<file path="src/hdl/ctm_pkg.sv">
`default_nettype none

package ctm_pkg;

  // Default sizes
  localparam int YEAR_SLOTS_DEF = 64;
  localparam int RULE_SLOTS_DEF = 4;
  localparam int MAX_RULE_SLOTS = 4;

  // Configuration port
  localparam int CFG_DATA_W  = 64;
  localparam int CFG_INDEX_W = 3;

  localparam logic [CFG_INDEX_W-1:0] REG_SECOND_MASK   = 3'd0;
  localparam logic [CFG_INDEX_W-1:0] REG_MINUTE_MASK   = 3'd1;
  localparam logic [CFG_INDEX_W-1:0] REG_HOUR_MASK     = 3'd2;
  localparam logic [CFG_INDEX_W-1:0] REG_MDAY_MASK     = 3'd3;
  localparam logic [CFG_INDEX_W-1:0] REG_MONTH_MASK    = 3'd4;
  localparam logic [CFG_INDEX_W-1:0] REG_WDAY_MASK     = 3'd5;
  localparam logic [CFG_INDEX_W-1:0] REG_YEAR_MASK     = 3'd6;
  localparam logic [CFG_INDEX_W-1:0] REG_SPECIAL_RULES = 3'd7;

  // Day-of-month slot kinds
  localparam logic [1:0] DAY_KIND_EMPTY     = 2'd0;
  localparam logic [1:0] DAY_KIND_NTH_LAST  = 2'd1;
  localparam logic [1:0] DAY_KIND_NEAREST   = 2'd2;
  localparam logic [1:0] DAY_KIND_LAST_WEEK = 2'd3;

  // Weekday slot kinds
  localparam logic [1:0] WDAY_KIND_EMPTY = 2'd0;
  localparam logic [1:0] WDAY_KIND_LAST  = 2'd1;
  localparam logic [1:0] WDAY_KIND_NTH   = 2'd2;
  localparam logic [1:0] WDAY_KIND_NEVER = 2'd3;

  localparam logic [2:0] SUNDAY      = 3'd0;
  localparam logic [2:0] MONDAY      = 3'd1;
  localparam logic [2:0] FRIDAY      = 3'd5;
  localparam logic [2:0] SATURDAY    = 3'd6;
  localparam logic [2:0] WDAY_ALIAS7 = 3'd7;

  // Calendar: year_offset is 8 bits, so years run 1970..2225. Inside that
  // window the only century years without a leap day are 2100 and 2200.
  localparam logic [11:0] EPOCH_YEAR   = 12'd1970;
  localparam logic [11:0] NOLEAP_CENT0 = 12'd2100;
  localparam logic [11:0] NOLEAP_CENT1 = 12'd2200;
  localparam logic [3:0]  FEBRUARY     = 4'd1;

  typedef struct packed {
    logic [4:0] mday;
    logic [2:0] wd;    // weekday, 7 folded to Sunday
    logic [4:0] dim;   // days in month
  } ctm_ctx_t;

  typedef struct packed {
    logic day_hit;
    logic wday_hit;
  } ctm_hit_t;

  function automatic logic is_leap(input logic [7:0] yoff);
    logic [11:0] year;
    year = EPOCH_YEAR + {4'd0, yoff};
    return (year[1:0] == 2'd0) && (year != NOLEAP_CENT0) && (year != NOLEAP_CENT1);
  endfunction

  function automatic logic [4:0] month_len(input logic [3:0] month, input logic leap);
    logic [4:0] n;
    case (month)
      4'd0:    n = 5'd31;
      4'd1:    n = 5'd28;
      4'd2:    n = 5'd31;
      4'd3:    n = 5'd30;
      4'd4:    n = 5'd31;
      4'd5:    n = 5'd30;
      4'd6:    n = 5'd31;
      4'd7:    n = 5'd31;
      4'd8:    n = 5'd30;
      4'd9:    n = 5'd31;
      4'd10:   n = 5'd30;
      4'd11:   n = 5'd31;
      default: n = 5'd31;
    endcase
    if (month == FEBRUARY && leap) begin
      n = 5'd29;
    end
    return n;
  endfunction

  // x mod 7 by folding: 8 == 1 (mod 7)
  function automatic logic [2:0] mod7(input logic [6:0] x);
    logic [4:0] s1;
    logic [3:0] s2;
    s1 = {1'b0, x[6:3]} + {2'b0, x[2:0]};
    s2 = {2'b0, s1[4:3]} + {1'b0, s1[2:0]};
    if (s2 >= 4'd7) begin
      s2 = s2 - 4'd7;
    end
    return s2[2:0];
  endfunction

  // weekday of day d, given weekday wd on day mday
  function automatic logic [2:0] weekday_of(input logic [2:0] wd, input logic [4:0] mday,
                                            input logic [4:0] d);
    return mod7(7'(wd) + 7'(d) + 7'd35 - 7'(mday));
  endfunction

endpackage

`default_nettype wire

</file>
<file path="src/hdl/ctm_stream_if.sv">
`default_nettype none

interface ctm_time_if;
  logic       valid;
  logic       ready;
  logic [5:0] second;
  logic [5:0] minute;
  logic [4:0] hour;
  logic [4:0] day_of_month;
  logic [3:0] month;
  logic [2:0] weekday;
  logic [7:0] year_offset;

  modport source(output valid, second, minute, hour, day_of_month, month, weekday,
                 year_offset, input ready);
  modport sink(input valid, second, minute, hour, day_of_month, month, weekday,
               year_offset, output ready);
endinterface

interface ctm_match_if;
  logic valid;
  logic ready;
  logic matched;

  modport source(output valid, matched, input ready);
  modport sink(input valid, matched, output ready);
endinterface

`default_nettype wire

</file>
<file path="src/hdl/cron_time_match_unit.sv">
`default_nettype none

// Cron time match unit. Each beat on stamp carries one broken-down time
// (second, minute, hour, day of month from 1, month from 0, weekday from
// Sunday, years since 1970) and yields exactly one beat on result whose
// matched bit says whether that time hits the programmed schedule. Seconds,
// minutes, hours, months and years are plain bit-mask tests; a year offset
// at or past YEAR_SLOTS never matches. The day-of-month test passes on its
// mask bit or on any of RULE_SLOTS day rules (nth-last day, nearest weekday,
// weekday within the last seven days); the weekday test passes on its mask
// bit or on any weekday rule (last given weekday, nth given weekday). Month
// length uses the Gregorian leap rule. Registers are written through
// cfg_we/cfg_index/cfg_data (index 0 second mask .. 7 special rules) and
// must only be written while no beat is in flight. Throughput is one beat
// per clock while results are taken; the beat is held in the input
// register, and the whole calendar check runs as a single combinational
// step into the result register. The stages move together whenever the
// result register is empty or being taken, so a stalled consumer stalls
// the input after one held beat.
module cron_time_match_unit #(
  parameter int YEAR_SLOTS = ctm_pkg::YEAR_SLOTS_DEF,
  parameter int RULE_SLOTS = ctm_pkg::RULE_SLOTS_DEF
) (
  input  wire logic                            clk,
  input  wire logic                            rst,
  input  wire logic                            cfg_we,
  input  wire logic [ctm_pkg::CFG_INDEX_W-1:0] cfg_index,
  input  wire logic [ctm_pkg::CFG_DATA_W-1:0]  cfg_data,
  ctm_time_if.sink                             stamp,
  ctm_match_if.source                          result
);

  localparam int YIDX_W = (YEAR_SLOTS > 1) ? $clog2(YEAR_SLOTS) : 1;
  localparam logic [8:0] YEAR_LIM = 9'(YEAR_SLOTS);

  // Configuration registers
  logic [59:0]           second_mask;
  logic [59:0]           minute_mask;
  logic [23:0]           hour_mask;
  logic [31:0]           mday_mask;
  logic [11:0]           month_mask;
  logic [6:0]            wday_mask;
  logic [YEAR_SLOTS-1:0] year_mask;
  logic [63:0]           special_rules;

  always_ff @(posedge clk) begin
    if (rst) begin
      second_mask   <= '0;
      minute_mask   <= '0;
      hour_mask     <= '0;
      mday_mask     <= '0;
      month_mask    <= '0;
      wday_mask     <= '0;
      year_mask     <= '0;
      special_rules <= '0;
    end else if (cfg_we) begin
      case (cfg_index)
        ctm_pkg::REG_SECOND_MASK:   second_mask   <= cfg_data[59:0];
        ctm_pkg::REG_MINUTE_MASK:   minute_mask   <= cfg_data[59:0];
        ctm_pkg::REG_HOUR_MASK:     hour_mask     <= cfg_data[23:0];
        ctm_pkg::REG_MDAY_MASK:     mday_mask     <= cfg_data[31:0];
        ctm_pkg::REG_MONTH_MASK:    month_mask    <= cfg_data[11:0];
        ctm_pkg::REG_WDAY_MASK:     wday_mask     <= cfg_data[6:0];
        ctm_pkg::REG_YEAR_MASK:     year_mask     <= cfg_data[YEAR_SLOTS-1:0];
        ctm_pkg::REG_SPECIAL_RULES: special_rules <= cfg_data;
        default: ;
      endcase
    end
  end

  // Pipeline control: both stages advance together
  logic advance;
  logic s1_valid;

  assign advance     = !result.valid || result.ready;
  assign stamp.ready = !s1_valid || advance;

  // Input register
  logic [5:0] second;
  logic [5:0] minute;
  logic [4:0] hour;
  logic [4:0] day_of_month;
  logic [3:0] month;
  logic [2:0] weekday;
  logic [7:0] year_offset;

  always_ff @(posedge clk) begin
    if (rst) begin
      s1_valid <= 1'b0;
    end else if (stamp.valid && stamp.ready) begin
      s1_valid <= 1'b1;
    end else if (advance) begin
      s1_valid <= 1'b0;
    end
  end

  always_ff @(posedge clk) begin
    if (stamp.valid && stamp.ready) begin
      second       <= stamp.second;
      minute       <= stamp.minute;
      hour         <= stamp.hour;
      day_of_month <= stamp.day_of_month;
      month        <= stamp.month;
      weekday      <= stamp.weekday;
      year_offset  <= stamp.year_offset;
    end
  end

  // Date context shared by the rule slots
  ctm_pkg::ctm_ctx_t ctx;

  assign ctx.mday = day_of_month;
  assign ctx.wd   = (weekday == ctm_pkg::WDAY_ALIAS7) ? ctm_pkg::SUNDAY : weekday;
  assign ctx.dim  = ctm_pkg::month_len(month, ctm_pkg::is_leap(year_offset));

  ctm_pkg::ctm_hit_t hits [RULE_SLOTS];

  for (genvar i = 0; i < RULE_SLOTS; i++) begin : g_slot
    ctm_rule_slot u_slot (
      .day_slot  (special_rules[8*i +: 8]),
      .wday_slot (special_rules[32 + 8*i +: 8]),
      .ctx       (ctx),
      .hit       (hits[i])
    );
  end

  logic any_day_rule;
  logic any_wday_rule;

  always_comb begin
    any_day_rule  = 1'b0;
    any_wday_rule = 1'b0;
    for (int i = 0; i < RULE_SLOTS; i++) begin
      any_day_rule  = any_day_rule  | hits[i].day_hit;
      any_wday_rule = any_wday_rule | hits[i].wday_hit;
    end
  end

  // Field tests; an out-of-range value fails its mask (day of month is not range-checked)
  logic sec_ok, min_ok, hour_ok, mday_ok, month_ok, wday_ok, year_ok;
  logic match_next;

  assign sec_ok   = (second < 6'd60) && second_mask[second];
  assign min_ok   = (minute < 6'd60) && minute_mask[minute];
  assign hour_ok  = (hour < 5'd24) && hour_mask[hour];
  assign mday_ok  = mday_mask[day_of_month] || any_day_rule;
  assign month_ok = (month < 4'd12) && month_mask[month];
  assign wday_ok  = ((weekday != ctm_pkg::WDAY_ALIAS7) && wday_mask[weekday])
                    || any_wday_rule;
  assign year_ok  = ({1'b0, year_offset} < YEAR_LIM)
                    && year_mask[year_offset[YIDX_W-1:0]];

  assign match_next = sec_ok && min_ok && hour_ok && mday_ok && month_ok
                      && wday_ok && year_ok;

  // Result register
  always_ff @(posedge clk) begin
    if (rst) begin
      result.valid <= 1'b0;
    end else if (advance) begin
      result.valid <= s1_valid;
    end
  end

  always_ff @(posedge clk) begin
    if (advance) begin
      result.matched <= match_next;
    end
  end

  // An accepted beat always lands in the input register
  a_accept_lands: assert property (@(posedge clk) disable iff (rst)
    stamp.valid && stamp.ready |=> s1_valid)
    else $error("accepted beat not held in input register");

  // A stalled beat in the input register is not dropped
  a_no_drop: assert property (@(posedge clk) disable iff (rst)
    s1_valid && !advance |=> s1_valid)
    else $error("stalled beat lost");

  // A beat moving forward becomes a valid result
  a_moves_out: assert property (@(posedge clk) disable iff (rst)
    s1_valid && advance |=> result.valid)
    else $error("beat did not reach result register");

  // With an empty year mask nothing can match
  a_year_gate: assert property (@(posedge clk) disable iff (rst)
    advance && (year_mask == '0) |=> !result.matched)
    else $error("match with empty year mask");

endmodule

`default_nettype wire

</file>
<file path="src/hdl/ctm_rule_slot.sv">
`default_nettype none

// One day-of-month slot and one weekday slot, evaluated against the
// current date context.
module ctm_rule_slot (
  input  wire logic [7:0]       day_slot,
  input  wire logic [7:0]       wday_slot,
  input  wire ctm_pkg::ctm_ctx_t ctx,
  output ctm_pkg::ctm_hit_t      hit
);

  logic [1:0] day_kind;
  logic [4:0] arg;
  logic [1:0] wday_kind;
  logic [2:0] target;
  logic [2:0] nth;
  logic       in_month;
  logic [2:0] arg_wd;
  logic [5:0] shifted;
  logic [2:0] week_idx;
  logic       day_hit;
  logic       wday_hit;

  assign day_kind  = day_slot[1:0];
  assign arg       = day_slot[6:2];
  assign wday_kind = wday_slot[1:0];
  assign target    = (wday_slot[4:2] == ctm_pkg::WDAY_ALIAS7) ? ctm_pkg::SUNDAY
                                                               : wday_slot[4:2];
  assign nth       = wday_slot[7:5];

  assign in_month = (ctx.mday != 5'd0) && (ctx.mday <= ctx.dim);
  assign arg_wd   = ctm_pkg::weekday_of(ctx.wd, ctx.mday, arg);

  // nearest weekday to arg
  always_comb begin
    if (arg_wd == ctm_pkg::SATURDAY) begin
      shifted = (arg > 5'd1) ? 6'(arg) - 6'd1 : 6'(arg) + 6'd2;
    end else if (arg_wd == ctm_pkg::SUNDAY) begin
      shifted = (arg < ctx.dim) ? 6'(arg) + 6'd1 : 6'(arg) - 6'd2;
    end else begin
      shifted = 6'(arg);
    end
  end

  // (mday-1)/7 for mday 1..31
  always_comb begin
    if (ctx.mday > 5'd28) begin
      week_idx = 3'd4;
    end else if (ctx.mday > 5'd21) begin
      week_idx = 3'd3;
    end else if (ctx.mday > 5'd14) begin
      week_idx = 3'd2;
    end else if (ctx.mday > 5'd7) begin
      week_idx = 3'd1;
    end else begin
      week_idx = 3'd0;
    end
  end

  always_comb begin
    case (day_kind)
      ctm_pkg::DAY_KIND_NTH_LAST:
        day_hit = in_month && (6'(ctx.mday) + 6'(arg) == 6'(ctx.dim) + 6'd1);
      ctm_pkg::DAY_KIND_NEAREST:
        day_hit = in_month && (arg != 5'd0) && (arg <= ctx.dim)
                  && (shifted == 6'(ctx.mday));
      ctm_pkg::DAY_KIND_LAST_WEEK:
        day_hit = in_month && (6'(ctx.dim) < 6'(ctx.mday) + 6'd7)
                  && (ctx.wd inside {[ctm_pkg::MONDAY:ctm_pkg::FRIDAY]});
      default:
        day_hit = 1'b0;
    endcase
  end

  always_comb begin
    case (wday_kind)
      ctm_pkg::WDAY_KIND_LAST:
        wday_hit = in_month && (ctx.wd == target)
                   && (6'(ctx.mday) + 6'd7 > 6'(ctx.dim));
      ctm_pkg::WDAY_KIND_NTH:
        wday_hit = in_month && (ctx.wd == target) && (nth != 3'd0)
                   && (week_idx == nth - 3'd1);
      default:
        wday_hit = 1'b0;
    endcase
  end

  assign hit = '{day_hit: day_hit, wday_hit: wday_hit};

endmodule

`default_nettype wire
</file>
<file path="src/flat_wrapper.sv">
// flat-port wrapper written by rule: the top's interface ports become plain ports
module cron_time_match_unit_flat 
#(
  parameter int YEAR_SLOTS = ctm_pkg::YEAR_SLOTS_DEF,
  parameter int RULE_SLOTS = ctm_pkg::RULE_SLOTS_DEF
)
  (clk, rst, cfg_we, cfg_index, cfg_data, stamp_valid, stamp_second, stamp_minute, stamp_hour, stamp_day_of_month, stamp_month, stamp_weekday, stamp_year_offset, stamp_ready, result_valid, result_matched, result_ready);
  ctm_time_if stamp_i ();
  ctm_match_if result_i ();
  input  wire logic clk;
  input  wire logic rst;
  input  wire logic cfg_we;
  input  wire logic [ctm_pkg::CFG_INDEX_W-1:0] cfg_index;
  input  wire logic [ctm_pkg::CFG_DATA_W-1:0] cfg_data;
  input wire logic [$bits(stamp_i.valid)-1:0] stamp_valid;
  input wire logic [$bits(stamp_i.second)-1:0] stamp_second;
  input wire logic [$bits(stamp_i.minute)-1:0] stamp_minute;
  input wire logic [$bits(stamp_i.hour)-1:0] stamp_hour;
  input wire logic [$bits(stamp_i.day_of_month)-1:0] stamp_day_of_month;
  input wire logic [$bits(stamp_i.month)-1:0] stamp_month;
  input wire logic [$bits(stamp_i.weekday)-1:0] stamp_weekday;
  input wire logic [$bits(stamp_i.year_offset)-1:0] stamp_year_offset;
  output wire logic [$bits(stamp_i.ready)-1:0] stamp_ready;
  output wire logic [$bits(result_i.valid)-1:0] result_valid;
  output wire logic [$bits(result_i.matched)-1:0] result_matched;
  input wire logic [$bits(result_i.ready)-1:0] result_ready;
  assign stamp_i.valid = stamp_valid;
  assign stamp_i.second = stamp_second;
  assign stamp_i.minute = stamp_minute;
  assign stamp_i.hour = stamp_hour;
  assign stamp_i.day_of_month = stamp_day_of_month;
  assign stamp_i.month = stamp_month;
  assign stamp_i.weekday = stamp_weekday;
  assign stamp_i.year_offset = stamp_year_offset;
  assign stamp_ready = stamp_i.ready;
  assign result_valid = result_i.valid;
  assign result_matched = result_i.matched;
  assign result_i.ready = result_ready;
  cron_time_match_unit #(.YEAR_SLOTS(YEAR_SLOTS), .RULE_SLOTS(RULE_SLOTS)) u_core (.clk(clk), .rst(rst), .cfg_we(cfg_we), .cfg_index(cfg_index), .cfg_data(cfg_data), .stamp(stamp_i), .result(result_i));
endmodule
</file>
<file path="config.mk">
export PLATFORM = sky130hd
export DESIGN_NAME = cron_time_match_unit_flat
export DESIGN_NICKNAME = d
export VERILOG_FILES = /design/src/hdl/ctm_pkg.sv /design/src/hdl/ctm_stream_if.sv /design/src/hdl/cron_time_match_unit.sv /design/src/hdl/ctm_rule_slot.sv /design/src/flat_wrapper.sv
export SDC_FILE = /design/constraint.sdc
export NUM_CORES = 1
export LEC_CHECK = 0
export BUFFER_PORTS_ARGS = -buffer_cell sky130_fd_sc_hd__buf_2
export CORE_ASPECT_RATIO = 0.75
export CORE_MARGIN = 5
export CORE_UTILIZATION = 64
export CTS_BUF_LIST = sky130_fd_sc_hd__clkbuf_8
export DETAILED_ROUTE_END_ITERATION = 10
export GPL_ROUTABILITY_DRIVEN = 0
export PLACE_DENSITY = 0.83
export SKIP_LAST_GASP = 1
export SLEW_MARGIN = 20
export SYNTH_ARGS = -nofsm -noshare
export SYNTH_HDL_FRONTEND = slang
export SYNTH_SLANG_ARGS = --single-unit
export TNS_END_PERCENT = 50
</file>
<file path="constraint.sdc">
create_clock -name clk -period 9.7 [get_ports clk]
set_clock_uncertainty 0.15 [all_clocks]
set_input_delay 0.485 -clock clk [delete_from_list [all_inputs] [get_ports clk]]
set_output_delay 0.485 -clock clk [all_outputs]
set_load 0.02 [all_outputs]
</file>
==> reports/results.ini <==
[cts]
cts_setup_buffers = 0
cts_buffers = 55
cts_buffer_depth = 3
tritoncts = yes
root_buffer = clkbuf_8
numClockSinks = 361
htree_levels = 2
clkTransAtPathRegs_ns = 0.07
clock_latency_ns = 0.63

[yosys]
synth_common_cells = nand2_1, a21oi_1, dfxtp_1
synth_top_family_by_area = simple AND/OR/NAND/NOR gates
synth_flop_cell = dfxtp_1
synthSimpleGateAreaFrac = 0.1909
yosys-mux-area-fraction = 0.09574
synth_edf_count = 38
syn_inst = 2549
synth.ff_latch_count = 361
synth_nets = 2830
synth_fa_ha_area_frac = 0.1111
yosysMostFrequentCell = nand2_1
synth-xor-area-share = 0.03770
async_reset_ff_frac = 0
synthesis.area_um2 = 21540
synth_top_area_cell = dfxtp_1
yosysSeqAreaShare = 0.3532
synth_compound_area_frac = 0.1620
synth_area_leaders = dfxtp_1, nand2_1, a21oi_1, ha_1, mux4_2
synth_area_per_cell_um2 = 8.449
synthDistinctLibCells = 88
synth_top_area_frac = 0.3002
ys_warn_count = 0

[place]
dp_slack_ns = 1.712
dp_hpwl_mm = 42.35
placed_cells = 2963
port_buffers = 111

[detailed_routing]
drc = 0
antenna_left = 0
wl_mm = 62.49
vias = 19609
dr.pass1.iters = 8
viasPerCell = 6.305
drt_iter0_drc = 2596
routedWlPerCell_um = 20.09

[timing]
rsz0062_at_grt = false
final.min_clock_period_ns = 7.971
setup_tns_ns = 0
finalCritPeriodShare = 0.8217
tightest_slew_ns = 1.183
relSlewSlack = 0.2041
finalSetupViolCount = 0
fin_ws_ns = 1.729
timing.fmax_mhz = 125.5
whs_ns = 0.02921
final_hold_viol_count = 0
slew_violations = 0

[run_status]
status = complete, no violations

[worst_setup_path]
crit_slowest_cell = a21boi_1
timing.rr.start = u_core.weekday[1]$_DFFE_PP_
end_kind = flop
worstPathRequired_ns = 9.98
crit_fanout = 10
ff2ff_path_depth = 24
path_delay_family = adder cells
cpPeakStageDelay_ns = 0.62
reg2reg_to = u_core.result.matched$_DFFE_PP_
cp_data_arrival_time_ns = 8.25
startpoint_type = flop
path_cells = a21boi_1 > inv_1 > fa_1 > fa_1 > inv_1 > ha_1 > inv_1 > fa_1 > xnor2_1 > ha_1 > a21o_1 > a21oi_1 > xor2_1 > ha_1 > fa_1 > ha_1 > a211oi_1 > or3_1 > nor2b_1 > mux2_1 > o221a_2 > a22oi_1 > nand4_1 > a31oi_1
worstPathBufferInverterCount = 3
r2r_slack_ns = 1.73
crit_type = reg -> reg

[floorplanning]
dieArea_um2 = 37460
rows = 58
die_h_um = 168.9
initial_core_util = 0.6452
fp.dieW_um = 221.8
io_pins = 112
core-area_um2 = 33380

[global_route]
grt.total_usage = 0.3210
overflow = 0
met1_usage = 0.4364
use_met3 = 0.06207
grt_pass1_vias = 18967
grt_max_degree = 115
grt_first_pass_wirelength_mm = 98.15
antenna_found_initial = 0
top_usage_layer = met2
use_met2 = 0.5135

[hold_path]
min_delay_worst_endpoint = u_core.second_mask[48]$_SDFFE_PP0P_
min_path_type = in -> reg
min-delay-start = cfg_data[48]
holdPathStages = 3

[cells_and_area]
syn_to_final_growth_pct = 10.85
drive_gt1_frac = 0.1166
nFillCells = 2422
final_nets = 2898
finalNonFillerCells = 3110

[power_and_ir_drop]
vdd_ir_drop_max_mv = 0.1677
powerDensity_nw_per_um2 = 183.0
p_leak_nw = 9.089

[flow_run]
max_cap_violations = 0

## what timing repair did
item                                    CTS  global route
hold endpoints to repair                 48             1
resized for setup                         0             0
endpoints found under the setup margin    0             0
hold buffers                             43             1
## cells in the final DEF (no fill, tap or decap), types with 11 or more instances in the layout
cell and count:
buf_4 14, nor4_1 11, clkbuf_8 66, fa_1 32
dfxtp_1 323, nand3b_1 16, a22oi_1 13, a211oi_1 11
ha_1 140, a221oi_1 12, buf_2 110, nand2b_1 12
xor2_1 35, inv_1 140, nand3_1 27, o21ai_0 30
nand2_1 683, nand4_1 16, mux4_2 67, a21o_1 19
nor3b_1 14, nor2b_1 14, nor2_1 62, xnor2_1 47
edfxtp_1 38, nor3_1 32, mux2i_1 46, dlygate4sd3_1 44
a21oi_1 369
## routing by layer
layer	wire, um	vias to the layer above
met2	28310	1133
met5	0	-
met3	7214	210
met1	24510	9248
met4	2463	0
li1	-	9018
## kinds of logic after synthesis
| family | count (synthesis) |
|---|---|
| DFF | 361 |
| and+or+nand+nor | 948 |
| adders and majority gates | 172 |
| xor gates and xnor gates | 86 |
| muxes | 121 |
| AOI/OAI and AO/OA | 580 |
| buffers and inverters | 281 |
## flip-flops by register name, summed over array words and instances, names as in the netlist, named ones only
register and cells:
u_core.weekday 3, u_core.minute 6, u_core.month 4, u_core.special_rules 60
u_core.result.valid 1, u_core.wday_mask 7, u_core.year_mask 64, u_core.year_offset 8
u_core.second 6, u_core.hour_mask 24, u_core.minute_mask 60, u_core.s1_valid 1
u_core.second_mask 60, u_core.day_of_month 5, u_core.month_mask 12, u_core.hour 5
u_core.mday_mask 32, u_core.result.matched 1
## per-stage QoR
| step | power (mW) | area (um2) | utilization |
|---|---|---|---|
| 3_3_place_gp | 2.961 | 22190 | 0.6648 |
| 4_1_cts | 4.340 | 23780 | 0.7124 |
| 2_1_floorplan | 2.724 | 21540 | - |
| 3_5_place_dp | 3.034 | 22200 | 0.6651 |
| 6_report | 4.370 | 23870 | 0.7152 |
| 5_1_grt | 4.592 | 23870 | 0.7151 |
## tightest hold or removal path: cells and delay by family
| family | cells | cell delay (ns) |
|---|---|---|
| and+or+nand+nor | 1 | 0.07 |
| buffers and inverters | 1 | 0.15 |
| AOI/OAI and AO/OA | 1 | 0.05 |
## worst max path at each step
stage,from,to,slack [ns],depth (start not counted)
2_1_floorplan,u_core.weekday[1]$_DFFE_PP_,u_core.result.matched$_DFFE_PP_,2.73,28
4_1_cts,u_core.weekday[1]$_DFFE_PP_,u_core.result.matched$_DFFE_PP_,1.66,24
5_1_grt,u_core.weekday[1]$_DFFE_PP_,u_core.result.matched$_DFFE_PP_,1.19,24
6_report,u_core.weekday[1]$_DFFE_PP_,u_core.result.matched$_DFFE_PP_,1.73,24
3_3_place_gp,u_core.weekday[1]$_DFFE_PP_,u_core.result.matched$_DFFE_PP_,1.98,24
3_5_place_dp,u_core.weekday[1]$_DFFE_PP_,u_core.result.matched$_DFFE_PP_,1.71,24
## report_power, final
group          internal (mW)  switching, mW  total [mW]
combinational          0.587          0.882        1.47
clock                  0.701          0.606        1.31
sequential              1.55         0.0455        1.59
## area by class of cell
type | count | area [um2] | area share
antenna | 1 | 2.502 | 0.0001048
timing repair buffer | 172 | 1169 | 0.04895
clock inverter | 33 | 242.7 | 0.01017
multi-input combinational | 1907 | 12930 | 0.5416
inverter | 120 | 450.4 | 0.01887
sequential | 361 | 7607 | 0.3186
tap | 450 | 563.0 | 0.02358
clock buffer | 66 | 908.4 | 0.03805
Note: power is estimated with default switching activity, not from simulation.
